<file path="src/rtl/cawf_pkg.sv">
`timescale 1ns / 1ps
`default_nettype none
// ----------------------------------------------------------------------------
// cawf_pkg
// Shared types and constants of the 8-bit ALU with flags.
// ----------------------------------------------------------------------------
package cawf_pkg;

    localparam int KIND_W  = 5;
    localparam int WORD_W  = 16;
    localparam int BYTE_W  = 8;
    localparam int NIB_W   = 4;
    localparam int IDX_W   = 3;

    // s_axis_tdata: operand_a, operand_b, bit_index, Z, N, H, C, zero pad
    localparam int S_TDATA_W = 40;
    // m_axis_tdata: result, write_back, Z, N, H, C, zero pad
    localparam int M_TDATA_W = 24;
    localparam int M_PAD_W   = M_TDATA_W - WORD_W - 5;

    typedef enum logic [KIND_W-1:0] {
        KIND_ADD   = 5'd0,
        KIND_ADC   = 5'd1,
        KIND_SUB   = 5'd2,
        KIND_SBC   = 5'd3,
        KIND_AND   = 5'd4,
        KIND_XOR   = 5'd5,
        KIND_OR    = 5'd6,
        KIND_CP    = 5'd7,
        KIND_INC   = 5'd8,
        KIND_DEC   = 5'd9,
        KIND_DAA   = 5'd10,
        KIND_CPL   = 5'd11,
        KIND_SCF   = 5'd12,
        KIND_CCF   = 5'd13,
        KIND_RLC   = 5'd14,
        KIND_RRC   = 5'd15,
        KIND_RL    = 5'd16,
        KIND_RR    = 5'd17,
        KIND_SLA   = 5'd18,
        KIND_SRA   = 5'd19,
        KIND_SWAP  = 5'd20,
        KIND_SRL   = 5'd21,
        KIND_BIT   = 5'd22,
        KIND_RES   = 5'd23,
        KIND_SET   = 5'd24,
        KIND_ADD16 = 5'd25,
        KIND_ADDSP = 5'd26
    } t_kind;

    typedef struct packed {
        logic z;
        logic n;
        logic h;
        logic c;
    } t_flags;

    typedef struct packed {
        t_kind              kind;
        logic [WORD_W-1:0]  operand_a;
        logic [WORD_W-1:0]  operand_b;
        logic [IDX_W-1:0]   bit_index;
        t_flags             flags;
    } t_alu_in;

    typedef struct packed {
        logic [WORD_W-1:0]  result;
        logic               write_back;
        t_flags             flags;
    } t_alu_out;

    typedef struct packed {
        logic [BYTE_W-1:0]  value;
        logic               carry;
    } t_shift_out;

endpackage
`default_nettype wire

</file>
<file path="src/rtl/cawf_shift.sv">
`timescale 1ns / 1ps
`default_nettype none
// ----------------------------------------------------------------------------
// cawf_shift
// Rotate, shift and nibble swap of one byte, with carry out.
// ----------------------------------------------------------------------------
module cawf_shift (
    input  var cawf_pkg::t_kind              i_kind,
    input  var logic [cawf_pkg::BYTE_W-1:0]  i_value,
    input  var logic                         i_carry,
    output var cawf_pkg::t_shift_out         o_shift
);

    localparam int BW = cawf_pkg::BYTE_W;
    localparam int NW = cawf_pkg::NIB_W;

    always_comb begin
        case (i_kind)
            cawf_pkg::KIND_RLC: begin
                o_shift.value = {i_value[BW-2:0], i_value[BW-1]};
                o_shift.carry = i_value[BW-1];
            end
            cawf_pkg::KIND_RRC: begin
                o_shift.value = {i_value[0], i_value[BW-1:1]};
                o_shift.carry = i_value[0];
            end
            cawf_pkg::KIND_RL: begin
                o_shift.value = {i_value[BW-2:0], i_carry};
                o_shift.carry = i_value[BW-1];
            end
            cawf_pkg::KIND_RR: begin
                o_shift.value = {i_carry, i_value[BW-1:1]};
                o_shift.carry = i_value[0];
            end
            cawf_pkg::KIND_SLA: begin
                o_shift.value = {i_value[BW-2:0], 1'b0};
                o_shift.carry = i_value[BW-1];
            end
            cawf_pkg::KIND_SRA: begin
                o_shift.value = {i_value[BW-1], i_value[BW-1:1]};
                o_shift.carry = i_value[0];
            end
            cawf_pkg::KIND_SWAP: begin
                o_shift.value = {i_value[NW-1:0], i_value[BW-1:NW]};
                o_shift.carry = 1'b0;
            end
            cawf_pkg::KIND_SRL: begin
                o_shift.value = {1'b0, i_value[BW-1:1]};
                o_shift.carry = i_value[0];
            end
            default: begin
                o_shift.value = '0;
                o_shift.carry = 1'b0;
            end
        endcase
    end

endmodule
`default_nettype wire

</file>
<file path="src/rtl/cawf_alu.sv">
`timescale 1ns / 1ps
`default_nettype none
// ----------------------------------------------------------------------------
// cawf_alu
// Single-pass datapath: result, write-back mark and flags for one operation.
// ----------------------------------------------------------------------------
module cawf_alu (
    input  var cawf_pkg::t_alu_in   i_op,
    output var cawf_pkg::t_alu_out  o_res
);

    localparam int BW = cawf_pkg::BYTE_W;
    localparam int WW = cawf_pkg::WORD_W;
    localparam int NW = cawf_pkg::NIB_W;

    localparam logic [BW-1:0] DAA_HI  = 8'h60;
    localparam logic [BW-1:0] DAA_LO  = 8'h06;
    localparam logic [BW-1:0] BCD_MAX = 8'h99;
    localparam logic [NW-1:0] DIG_MAX = 4'h9;

    logic [BW-1:0]  a;
    logic [BW-1:0]  b;
    logic           add_ci;
    logic           sub_ci;
    logic [BW:0]    add_sum;
    logic [NW:0]    add_half;
    logic [BW:0]    sub_diff;
    logic [NW:0]    sub_half;
    logic [BW-1:0]  inc_val;
    logic [BW-1:0]  dec_val;
    logic [BW-1:0]  bit_mask;
    logic [WW:0]    w_sum;
    logic [12:0]    w_half;
    logic [WW-1:0]  sp_sum;
    logic [BW-1:0]  daa_val;
    logic [BW-1:0]  daa_step;
    logic           daa_c;

    cawf_pkg::t_shift_out shift_res;

    assign a = i_op.operand_a[BW-1:0];
    assign b = i_op.operand_b[BW-1:0];

    // Carry / borrow in only for ADC and SBC
    assign add_ci = (i_op.kind == cawf_pkg::KIND_ADC) & i_op.flags.c;
    assign sub_ci = (i_op.kind == cawf_pkg::KIND_SBC) & i_op.flags.c;

    assign add_sum  = {1'b0, a} + {1'b0, b} + {{BW{1'b0}}, add_ci};
    assign add_half = {1'b0, a[NW-1:0]} + {1'b0, b[NW-1:0]} + {{NW{1'b0}}, add_ci};
    // Bit 8 / bit 4 of the wrapped difference is the borrow
    assign sub_diff = {1'b0, a} - {1'b0, b} - {{BW{1'b0}}, sub_ci};
    assign sub_half = {1'b0, a[NW-1:0]} - {1'b0, b[NW-1:0]} - {{NW{1'b0}}, sub_ci};

    assign inc_val  = b + 8'd1;
    assign dec_val  = b - 8'd1;
    assign bit_mask = 8'd1 << i_op.bit_index;

    assign w_sum  = {1'b0, i_op.operand_a} + {1'b0, i_op.operand_b};
    assign w_half = {1'b0, i_op.operand_a[11:0]} + {1'b0, i_op.operand_b[11:0]};
    assign sp_sum = i_op.operand_a + {{(WW-BW){b[BW-1]}}, b};

    // Decimal adjust
    always_comb begin
        daa_step = a;
        daa_c    = i_op.flags.c;
        if (!i_op.flags.n) begin
            if (i_op.flags.c || (a > BCD_MAX)) begin
                daa_step = a + DAA_HI;
                daa_c    = 1'b1;
            end
            if (i_op.flags.h || (a[NW-1:0] > DIG_MAX)) begin
                daa_val = daa_step + DAA_LO;
            end else begin
                daa_val = daa_step;
            end
        end else begin
            if (i_op.flags.c) begin
                daa_step = a - DAA_HI;
            end
            if (i_op.flags.h) begin
                daa_val = daa_step - DAA_LO;
            end else begin
                daa_val = daa_step;
            end
        end
    end

    cawf_shift u_shift (
        .i_kind  (i_op.kind),
        .i_value (b),
        .i_carry (i_op.flags.c),
        .o_shift (shift_res)
    );

    always_comb begin
        o_res.result     = '0;
        o_res.write_back = 1'b1;
        o_res.flags      = i_op.flags;
        case (i_op.kind)
            cawf_pkg::KIND_ADD, cawf_pkg::KIND_ADC: begin
                o_res.result[BW-1:0] = add_sum[BW-1:0];
                o_res.flags.z = (add_sum[BW-1:0] == '0);
                o_res.flags.n = 1'b0;
                o_res.flags.h = add_half[NW];
                o_res.flags.c = add_sum[BW];
            end
            cawf_pkg::KIND_SUB, cawf_pkg::KIND_SBC: begin
                o_res.result[BW-1:0] = sub_diff[BW-1:0];
                o_res.flags.z = (sub_diff[BW-1:0] == '0);
                o_res.flags.n = 1'b1;
                o_res.flags.h = sub_half[NW];
                o_res.flags.c = sub_diff[BW];
            end
            cawf_pkg::KIND_CP: begin
                o_res.result[BW-1:0] = a;
                o_res.write_back = 1'b0;
                o_res.flags.z = (sub_diff[BW-1:0] == '0);
                o_res.flags.n = 1'b1;
                o_res.flags.h = sub_half[NW];
                o_res.flags.c = sub_diff[BW];
            end
            cawf_pkg::KIND_AND: begin
                o_res.result[BW-1:0] = a & b;
                o_res.flags = '{z: ((a & b) == '0), n: 1'b0, h: 1'b1, c: 1'b0};
            end
            cawf_pkg::KIND_XOR: begin
                o_res.result[BW-1:0] = a ^ b;
                o_res.flags = '{z: ((a ^ b) == '0), n: 1'b0, h: 1'b0, c: 1'b0};
            end
            cawf_pkg::KIND_OR: begin
                o_res.result[BW-1:0] = a | b;
                o_res.flags = '{z: ((a | b) == '0), n: 1'b0, h: 1'b0, c: 1'b0};
            end
            cawf_pkg::KIND_INC: begin
                o_res.result[BW-1:0] = inc_val;
                o_res.flags.z = (inc_val == '0);
                o_res.flags.n = 1'b0;
                o_res.flags.h = &b[NW-1:0];
            end
            cawf_pkg::KIND_DEC: begin
                o_res.result[BW-1:0] = dec_val;
                o_res.flags.z = (dec_val == '0);
                o_res.flags.n = 1'b1;
                o_res.flags.h = ~|b[NW-1:0];
            end
            cawf_pkg::KIND_DAA: begin
                o_res.result[BW-1:0] = daa_val;
                o_res.flags.z = (daa_val == '0);
                o_res.flags.h = 1'b0;
                o_res.flags.c = daa_c;
            end
            cawf_pkg::KIND_CPL: begin
                o_res.result[BW-1:0] = ~a;
                o_res.flags.n = 1'b1;
                o_res.flags.h = 1'b1;
            end
            cawf_pkg::KIND_SCF: begin
                o_res.result[BW-1:0] = a;
                o_res.write_back = 1'b0;
                o_res.flags.n = 1'b0;
                o_res.flags.h = 1'b0;
                o_res.flags.c = 1'b1;
            end
            cawf_pkg::KIND_CCF: begin
                o_res.result[BW-1:0] = a;
                o_res.write_back = 1'b0;
                o_res.flags.n = 1'b0;
                o_res.flags.h = 1'b0;
                o_res.flags.c = ~i_op.flags.c;
            end
            cawf_pkg::KIND_RLC, cawf_pkg::KIND_RRC, cawf_pkg::KIND_RL,
            cawf_pkg::KIND_RR, cawf_pkg::KIND_SLA, cawf_pkg::KIND_SRA,
            cawf_pkg::KIND_SWAP, cawf_pkg::KIND_SRL: begin
                o_res.result[BW-1:0] = shift_res.value;
                o_res.flags.z = (shift_res.value == '0);
                o_res.flags.n = 1'b0;
                o_res.flags.h = 1'b0;
                o_res.flags.c = shift_res.carry;
            end
            cawf_pkg::KIND_BIT: begin
                o_res.result[BW-1:0] = b;
                o_res.write_back = 1'b0;
                o_res.flags.z = ~b[i_op.bit_index];
                o_res.flags.n = 1'b0;
                o_res.flags.h = 1'b1;
            end
            cawf_pkg::KIND_RES: begin
                o_res.result[BW-1:0] = b & ~bit_mask;
            end
            cawf_pkg::KIND_SET: begin
                o_res.result[BW-1:0] = b | bit_mask;
            end
            cawf_pkg::KIND_ADD16: begin
                o_res.result  = w_sum[WW-1:0];
                o_res.flags.n = 1'b0;
                o_res.flags.h = w_half[12];
                o_res.flags.c = w_sum[WW];
            end
            cawf_pkg::KIND_ADDSP: begin
                // H and C come from the unsigned low-byte add of SP and the offset
                o_res.result  = sp_sum;
                o_res.flags.z = 1'b0;
                o_res.flags.n = 1'b0;
                o_res.flags.h = add_half[NW];
                o_res.flags.c = add_sum[BW];
            end
            default: begin
                o_res.result     = '0;
                o_res.write_back = 1'b0;
            end
        endcase
    end

endmodule
`default_nettype wire

</file>
<file path="src/rtl/cpu_alu_with_flags_core.sv">
`timescale 1ns / 1ps
`default_nettype none
// ----------------------------------------------------------------------------
// cpu_alu_with_flags_core
// 8-bit ALU with Z/N/H/C flags and 16-bit HL/SP adds, one operation per beat.
// ----------------------------------------------------------------------------
// Usage:
//   s_axis carries one operation per transaction: tuser holds the operation
//   code, tdata the operands, bit index and incoming flags. m_axis returns one
//   transaction per operation: result, write-back mark and the new flags.
//   Datapath: input register -> single-pass ALU logic -> result register.
//   An accepted transaction is captured in the input register, then moves to
//   the result register and is offered on m_axis, earlier results permitting.
//   Throughput: one transaction per cycle sustained while m_axis_tready stays high; the critical path is the
//   16-bit add plus the result select between the two registers.
//   Stall: when m_axis_tready is low the result register holds, the input
//   register still takes one more transaction, and s_axis_tready drops only
//   when both registers are full.
//   Reset: synchronous, active low; both stages are emptied, no result is
//   offered. Payload registers are not reset.
// ----------------------------------------------------------------------------
module cpu_alu_with_flags_core (
    input  var logic                              i_clk,
    input  var logic                              i_rst_n,
    // Operation in
    input  var logic                              s_axis_tvalid,
    output var logic                              s_axis_tready,
    // [15:0] operand_a, [31:16] operand_b, [34:32] bit_index,
    // [35] zero_in, [36] subtract_in, [37] half_in, [38] carry_in, [39] zero
    input  var logic [cawf_pkg::S_TDATA_W-1:0]    s_axis_tdata,
    // [4:0] kind
    input  var logic [cawf_pkg::KIND_W-1:0]       s_axis_tuser,
    // Result out
    output var logic                              m_axis_tvalid,
    input  var logic                              m_axis_tready,
    // [15:0] result, [16] write_back, [17] zero_out, [18] subtract_out,
    // [19] half_out, [20] carry_out, [23:21] zero
    output var logic [cawf_pkg::M_TDATA_W-1:0]    m_axis_tdata
);

    localparam int WW = cawf_pkg::WORD_W;
    localparam int IW = cawf_pkg::IDX_W;

    // Stage control
    logic r_in_valid;
    logic n_in_valid;
    logic r_out_valid;
    logic n_out_valid;
    logic advance;       // input stage may move into the result register
    logic in_take;       // s_axis transaction completes

    cawf_pkg::t_alu_in  r_in;
    cawf_pkg::t_alu_in  n_in;
    cawf_pkg::t_alu_out r_out;
    cawf_pkg::t_alu_out alu_res;

    assign advance       = !r_out_valid || m_axis_tready;
    assign s_axis_tready = !r_in_valid || advance;
    assign in_take       = s_axis_tvalid && s_axis_tready;

    // Unpack the incoming transaction
    always_comb begin
        n_in.kind      = cawf_pkg::t_kind'(s_axis_tuser);
        n_in.operand_a = s_axis_tdata[WW-1:0];
        n_in.operand_b = s_axis_tdata[2*WW-1:WW];
        n_in.bit_index = s_axis_tdata[2*WW+IW-1:2*WW];
        n_in.flags.z   = s_axis_tdata[2*WW+IW];
        n_in.flags.n   = s_axis_tdata[2*WW+IW+1];
        n_in.flags.h   = s_axis_tdata[2*WW+IW+2];
        n_in.flags.c   = s_axis_tdata[2*WW+IW+3];
    end

    always_comb begin
        n_in_valid  = r_in_valid;
        n_out_valid = r_out_valid;
        if (in_take) begin
            n_in_valid = 1'b1;
        end else if (advance) begin
            n_in_valid = 1'b0;
        end
        if (advance) begin
            n_out_valid = r_in_valid;
        end
    end

    always_ff @(posedge i_clk) begin
        if (!i_rst_n) begin
            r_in_valid  <= 1'b0;
            r_out_valid <= 1'b0;
        end else begin
            r_in_valid  <= n_in_valid;
            r_out_valid <= n_out_valid;
        end
    end

    always_ff @(posedge i_clk) begin
        if (in_take) begin
            r_in <= n_in;
        end
        if (advance && r_in_valid) begin
            r_out <= alu_res;
        end
    end

    cawf_alu u_alu (
        .i_op  (r_in),
        .o_res (alu_res)
    );

    assign m_axis_tvalid = r_out_valid;
    assign m_axis_tdata  = {{cawf_pkg::M_PAD_W{1'b0}},
                            r_out.flags.c, r_out.flags.h, r_out.flags.n, r_out.flags.z,
                            r_out.write_back, r_out.result};

    // ------------------------------------------------------------------------
    // Assertions
    // ------------------------------------------------------------------------
    a_ready_low_only_when_full: assert property (@(posedge i_clk) disable iff (!i_rst_n)
        !s_axis_tready |-> (r_in_valid && r_out_valid))
        else $error("s_axis_tready low with a free stage");

    a_stage_moves: assert property (@(posedge i_clk) disable iff (!i_rst_n)
        (r_in_valid && advance) |=> r_out_valid)
        else $error("operation lost between input and result register");

    a_stage_holds: assert property (@(posedge i_clk) disable iff (!i_rst_n)
        (r_in_valid && !advance) |=> (r_in_valid && $stable(r_in)))
        else $error("stalled operation changed in input register");

    a_drain_empties: assert property (@(posedge i_clk) disable iff (!i_rst_n)
        (!r_in_valid && m_axis_tready) |=> !m_axis_tvalid)
        else $error("result offered twice");

endmodule
`default_nettype wire
</file>
<file path="config.mk">
export PLATFORM = sky130hd
export DESIGN_NAME = cpu_alu_with_flags_core
export DESIGN_NICKNAME = d
export VERILOG_FILES = /design/src/rtl/cawf_pkg.sv /design/src/rtl/cawf_shift.sv /design/src/rtl/cawf_alu.sv /design/src/rtl/cpu_alu_with_flags_core.sv
export SDC_FILE = /design/constraint.sdc
export NUM_CORES = 1
export LEC_CHECK = 0
export BUFFER_PORTS_ARGS = -buffer_cell sky130_fd_sc_hd__buf_2
export CAP_MARGIN = 20
export CORE_MARGIN = 2
export CORE_UTILIZATION = 45
export CTS_CLUSTER_DIAMETER = 80
export DETAILED_ROUTE_END_ITERATION = 10
export PLACE_DENSITY = 0.69
export SLEW_MARGIN = 20
export SYNTH_ARGS = -nofsm -noshare
export SYNTH_HDL_FRONTEND = slang
export SYNTH_SLANG_ARGS = --single-unit
</file>
<file path="constraint.sdc">
create_clock -name i_clk -period 7.3 [get_ports i_clk]
set_clock_uncertainty 0.05 [all_clocks]
set_input_delay 0.73 -clock i_clk [delete_from_list [all_inputs] [get_ports i_clk]]
set_output_delay 0.73 -clock i_clk [all_outputs]
set_load 0.01 [all_outputs]
</file>
; ---- After elaboration in Yosys (flattened, before gate mapping)
; Index checks and enable logic that the tools add are counted.
[op_classes]
n_addsub = 17
multipliers = 0
n_div = 0
order_cmp = 3
eq_ne = 26
shift = 1
mux = 21
n_bitwise = 11
n_reduce_logical = 34
[op_table]
columns = cell, count
row1 = $pmux W8 S16, 1
row2 = $logic_not A8 Y1, 9
row3 = $pmux W9 S8, 1
row4 = $mux W8, 7
row5 = $eq A5 B5 Y1 const B, 11
row6 = $eq A5 B4 Y1 const B, 8
row7 = $reduce_or A23 Y1, 1
row8 = $eq A5 B3 Y1 const B, 4
row9 = $reduce_or A19 Y1, 1
row10 = $add A16 B16 Y17, 1
row11 = $add A16 B16 Y16, 1
row12 = $and A8 B8 Y8, 2
row13 = $not A8 Y8, 2
row14 = $or A8 B8 Y8, 2
row15 = $pmux W8 S2, 1
row16 = $reduce_or A3 Y1, 5
row17 = $add A12 B12 Y13, 1
row18 = $reduce_or A13 Y1, 1
row19 = $pmux W1 S11, 1
row20 = $eq A5 B2 Y1 const B, 2
row21 = $add A8 B8 Y9, 1
row22 = $add A9 B1 Y9, 1
row23 = $sub A8 B8 Y9, 1
row24 = $sub A9 B1 Y9, 1
row25 = other kinds (33), 47
[word_totals]
regBits = 67
latchBits = 0
mem_bits_rw = 0
rom_bits = 0
inputBits = 49
output_inout_bits = 26
word_cells = 129
n_memories = 0

; ---- Longest topological paths before layout
[logic_depth]
ltp_word = 9
depth_mapped = 14
mapped_depth_nobuf = 12

; ---- Hierarchy
; A second synthesis with hierarchy kept.
[unflattened]
cells_unflattened = 760
area_unflattened_um2 = 6791.5
[modules_own_cells]
columns = module, instances, cells_per_inst, area_per_inst_um2
row1 = cawf_alu, 1, 651, 4446.8
row2 = cpu_alu_with_flags_core, 1, 78, 2082.0
row3 = cawf_shift, 1, 31, 262.8

; ---- Worst setup path before layout
; No wires, ideal clock.
[synth_path]
path_type = register -> register
from = reg r_in[42] (netlist bit)
to = reg r_out, in the netlist m_axis_tdata[20] (data pin)
arrival_time_ns = 3.341
setup_slack_ns = 3.637
stages_incl_launch_ff = 14
synth_period_minus_slack_ns = 3.663
path_cell_list = edfxtp_1 buf_4 buf_2 clkbuf_1 or4_1 fa_1 fa_1 o21a_1 o21a_1 o21ai_0 a21o_1 a21boi_0 o21ai_0 a31oi_1
[synth_lines]
columns = item, line
row1 = start: declaration, cpu_alu_with_flags_core.sv:52  ; cawf_pkg::t_alu_in r_in;
row2 = start signal: assignment, cpu_alu_with_flags_core.sv:98  ; r_in <= n_in;
row3 = end signal: assignment, cpu_alu_with_flags_core.sv:101  ; r_out <= alu_res;
row4 = end: declaration, cpu_alu_with_flags_core.sv:54  ; cawf_pkg::t_alu_out r_out;

==> metrics.yaml <==
path_delay_family: "compound AO/OA/AOI/OAI gates"
syn_area_mm2: 0.00678
status: "finished clean"
fin_crit_sh: 0.599
drv_slew: 0
wl_mm: 21.6
p_per_area_mw_per_mm2: 180
worstHoldPathType: "flop to flop"
yosysWarnings: 0
via_per_inst: 6.51
setup_viol: 0
required_ps: 7320
fp.dieArea_mm2: 0.0161
cts_root_buf: "clkbuf_16"
drive_gt1_frac: 0.140
grt_pass1_wl_mm: 32.7
critPathBufInv: 0
fp.dieH_um: 127
ir_drop_v: 0.000132
fmax_mhz: 229
synth-seq-cells: 67
switchingPower_mw: 0.429
ctsResizeCount: 0
fp.dieW_um: 127
instances_no_fill: 1010
vias: 6580
syn_area_per_cell_um2: 8.69
diodes: 0
hold_viol: 0
htreeDepth: 3
p_clk_frac: 0.372
worst_path_max_delay_cell: "edfxtp_1"
antenna_found_initial: 0
fin_total_pwr_mw: 1.36
max_stage_delay_ps: 710
gp_congestion: 1.01
rsz0062_at_grt: "no"
cts.sinks: 67
tns_ps: 0
core_mm2: 0.0146
hold-worst-slack_ps: 474
yosysTopAreaCellShare: 0.288
cap_violations: 0
clock_latency_ps: 360
grt-ovfl-total: 0
wire_per_inst_um: 21.4
cts_hold_buffers: 0
endpoint_kind: "flop"
critPathMaxFanout: 25
async_flop_share: 0
synth_area_leaders: "edfxtp_1 29%, ha_1 9.8%, o21ai_0 3.6%, xnor2_1 3.6%, a21oi_1 3.4%"
tightestPinTransition_ps: 857
dp_hpwl_mm: 16.0
grt_use_total: 0.266
cts_tree: "yes"
arrival_ps: 4400
fin_crit_ps: 4370
core.rowCount: 44
power_switching_share: 0.316
synth_ff_type: "edfxtp_1"
synth_top_cells_by_count: "65 x edfxtp_1, 53 x ha_1, 52 x nand2_1"
finalNetCount: 928
crit_chain: "nand2b_1 -> or4_1 -> fa_1 -> fa_1 -> o21a_1 -> o21a_1 -> o21ai_0 -> a21o_1 -> a21boi_0 -> o21ai_0 -> a31oi_1"
ios: 75
path_clk_slew_ps: 50
synthToLayoutAreaGrowth_pct: 11.1
clk_path_buf_depth: 2
drtIter0Drc: 778
p_int_mw: 0.928
synth_cell_types: 78
seq_area_frac_synth: 0.294
drc: 0
start_kind: "flop"
dr.pass1.iters: 6
post-place-cells: 994
crit_type: "flop to flop"
p_leak_nw: 2.91
seq_power_share: 0.357
synth_most_common_cell: "edfxtp_1"
grt_pass1_vias: 5856
numCtsBuffers: 9
comb_power_share: 0.271
synth.largest_area_cell: "edfxtp_1"
io_buffers: 70
antenna_left: 0
synth_edf_count: 65
post_cts_buffers: 0
start_util: 0.463
maxSlewHeadroom: 0.429
grt_max_degree: 45
synthCells: 780
placed cells by master, fill, tap and decap left out, drive strengths merged, types with 5 or more instances in the layout:
cell	synthesis	final
a221oi	8	8
o221ai	7	7
fa	5	5
clkinv	2	5
ha	53	53
a31oi	17	17
o21ai	50	50
clkbuf	24	9
and3	9	9
o31ai	6	6
a22oi	11	11
xnor2	28	28
o22ai	12	12
xor2	10	10
a211oi	10	10
nor2b	13	13
nor4	11	11
nand4b	6	6
a21oi	48	48
a311oi	6	6
nor2	45	45
edfxtp	65	65
nand2b	11	11
nand2	54	54
nand3	25	25
a21o	17	17
a221o	5	5
buf	27	79
a2111oi	5	5
nand4	17	17
o2111ai	6	6
and2	6	6
nor3	35	35
nor3b	9	9
o21a	12	12
o211ai	12	12
inv	34	34
logic make-up (layout without fill, tap and decap cells):
group | count (synthesis) | after routing | synth area share
other | 1 | 3 | 0.000553
DFF | 67 | 67 | 0.294
and+or+nand+nor | 265 | 265 | 0.211
adders and majority gates | 59 | 59 | 0.114
AOI/OAI and AO/OA | 256 | 256 | 0.259
buffers and inverters | 87 | 131 | 0.0577
muxes | 7 | 7 | 0.0142
xor gates and xnor gates | 38 | 38 | 0.0491
final timing paths:
path / from / endpoint / slack [ps] / depth (start not counted)
worst max-delay path: r_in[41] / m_axis_tdata[20] / 2930 / 11
worst min-delay path: r_in_valid / m_axis_tvalid / 470 / 1
worst max register to register: r_in[41] / m_axis_tdata[20] / 2930 / 11
worst min register to register: r_in_valid / m_axis_tvalid / 470 / 1
power by group through the flow:
stage	sequential (mW)	combinational (mW)	clock, mW
2_1_floorplan	0.476	0.271	0
3_3_place_gp	0.491	0.356	0
3_5_place_dp	0.491	0.357	0
4_1_cts	0.484	0.359	0.515
5_1_grt	0.487	0.399	0.532
6_report	0.484	0.368	0.505
worst reg2reg max path, stage by stage, from the launching register on:
cell and delay, ps:
edfxtp_1 710, nand2b_1 330, or4_1 580, fa_1 450, fa_1 470, o21a_1 250
o21a_1 190, o21ai_0 240, a21o_1 180, a21boi_0 70, o21ai_0 420, a31oi_1 160
stage by stage:
step	cell area, um^2	utilization	setup slack (ps)
floorplan	6790	-	3640
global placement	7180	0.491	3100
detailed placement	7180	0.491	3060
CTS	7530	0.514	3020
global route	7530	0.514	2830
finish	7530	0.514	2930
sequential cells by signal, summed over array words and instances (netlist names):
signal	cells
r_in	44
m_axis_tdata	21
m_axis_tvalid	1
r_in_valid	1
per-layer routing:
metal  wire length, um  vias to the layer above  share of wire  GRT usage
met5                 0                        -              0          0
met4               971                        0          0.045      0.122
met3              2100                       70          0.097     0.0734
met2              9150                      341           0.42      0.390
met1              9380                     3083           0.43      0.367
li1                  -                     3086              -          -
layout make-up:
class                   instances  area [um^2]
clock buffers                   9          225
clock inverters                 7          116
fillers                      1386         7110
inverters                      36          135
multi-input cells             628         4420
flip-flops and latches         67         1990
well taps                     184          230
repair buffers                 79          418
(Power assumes the default switching activity.)
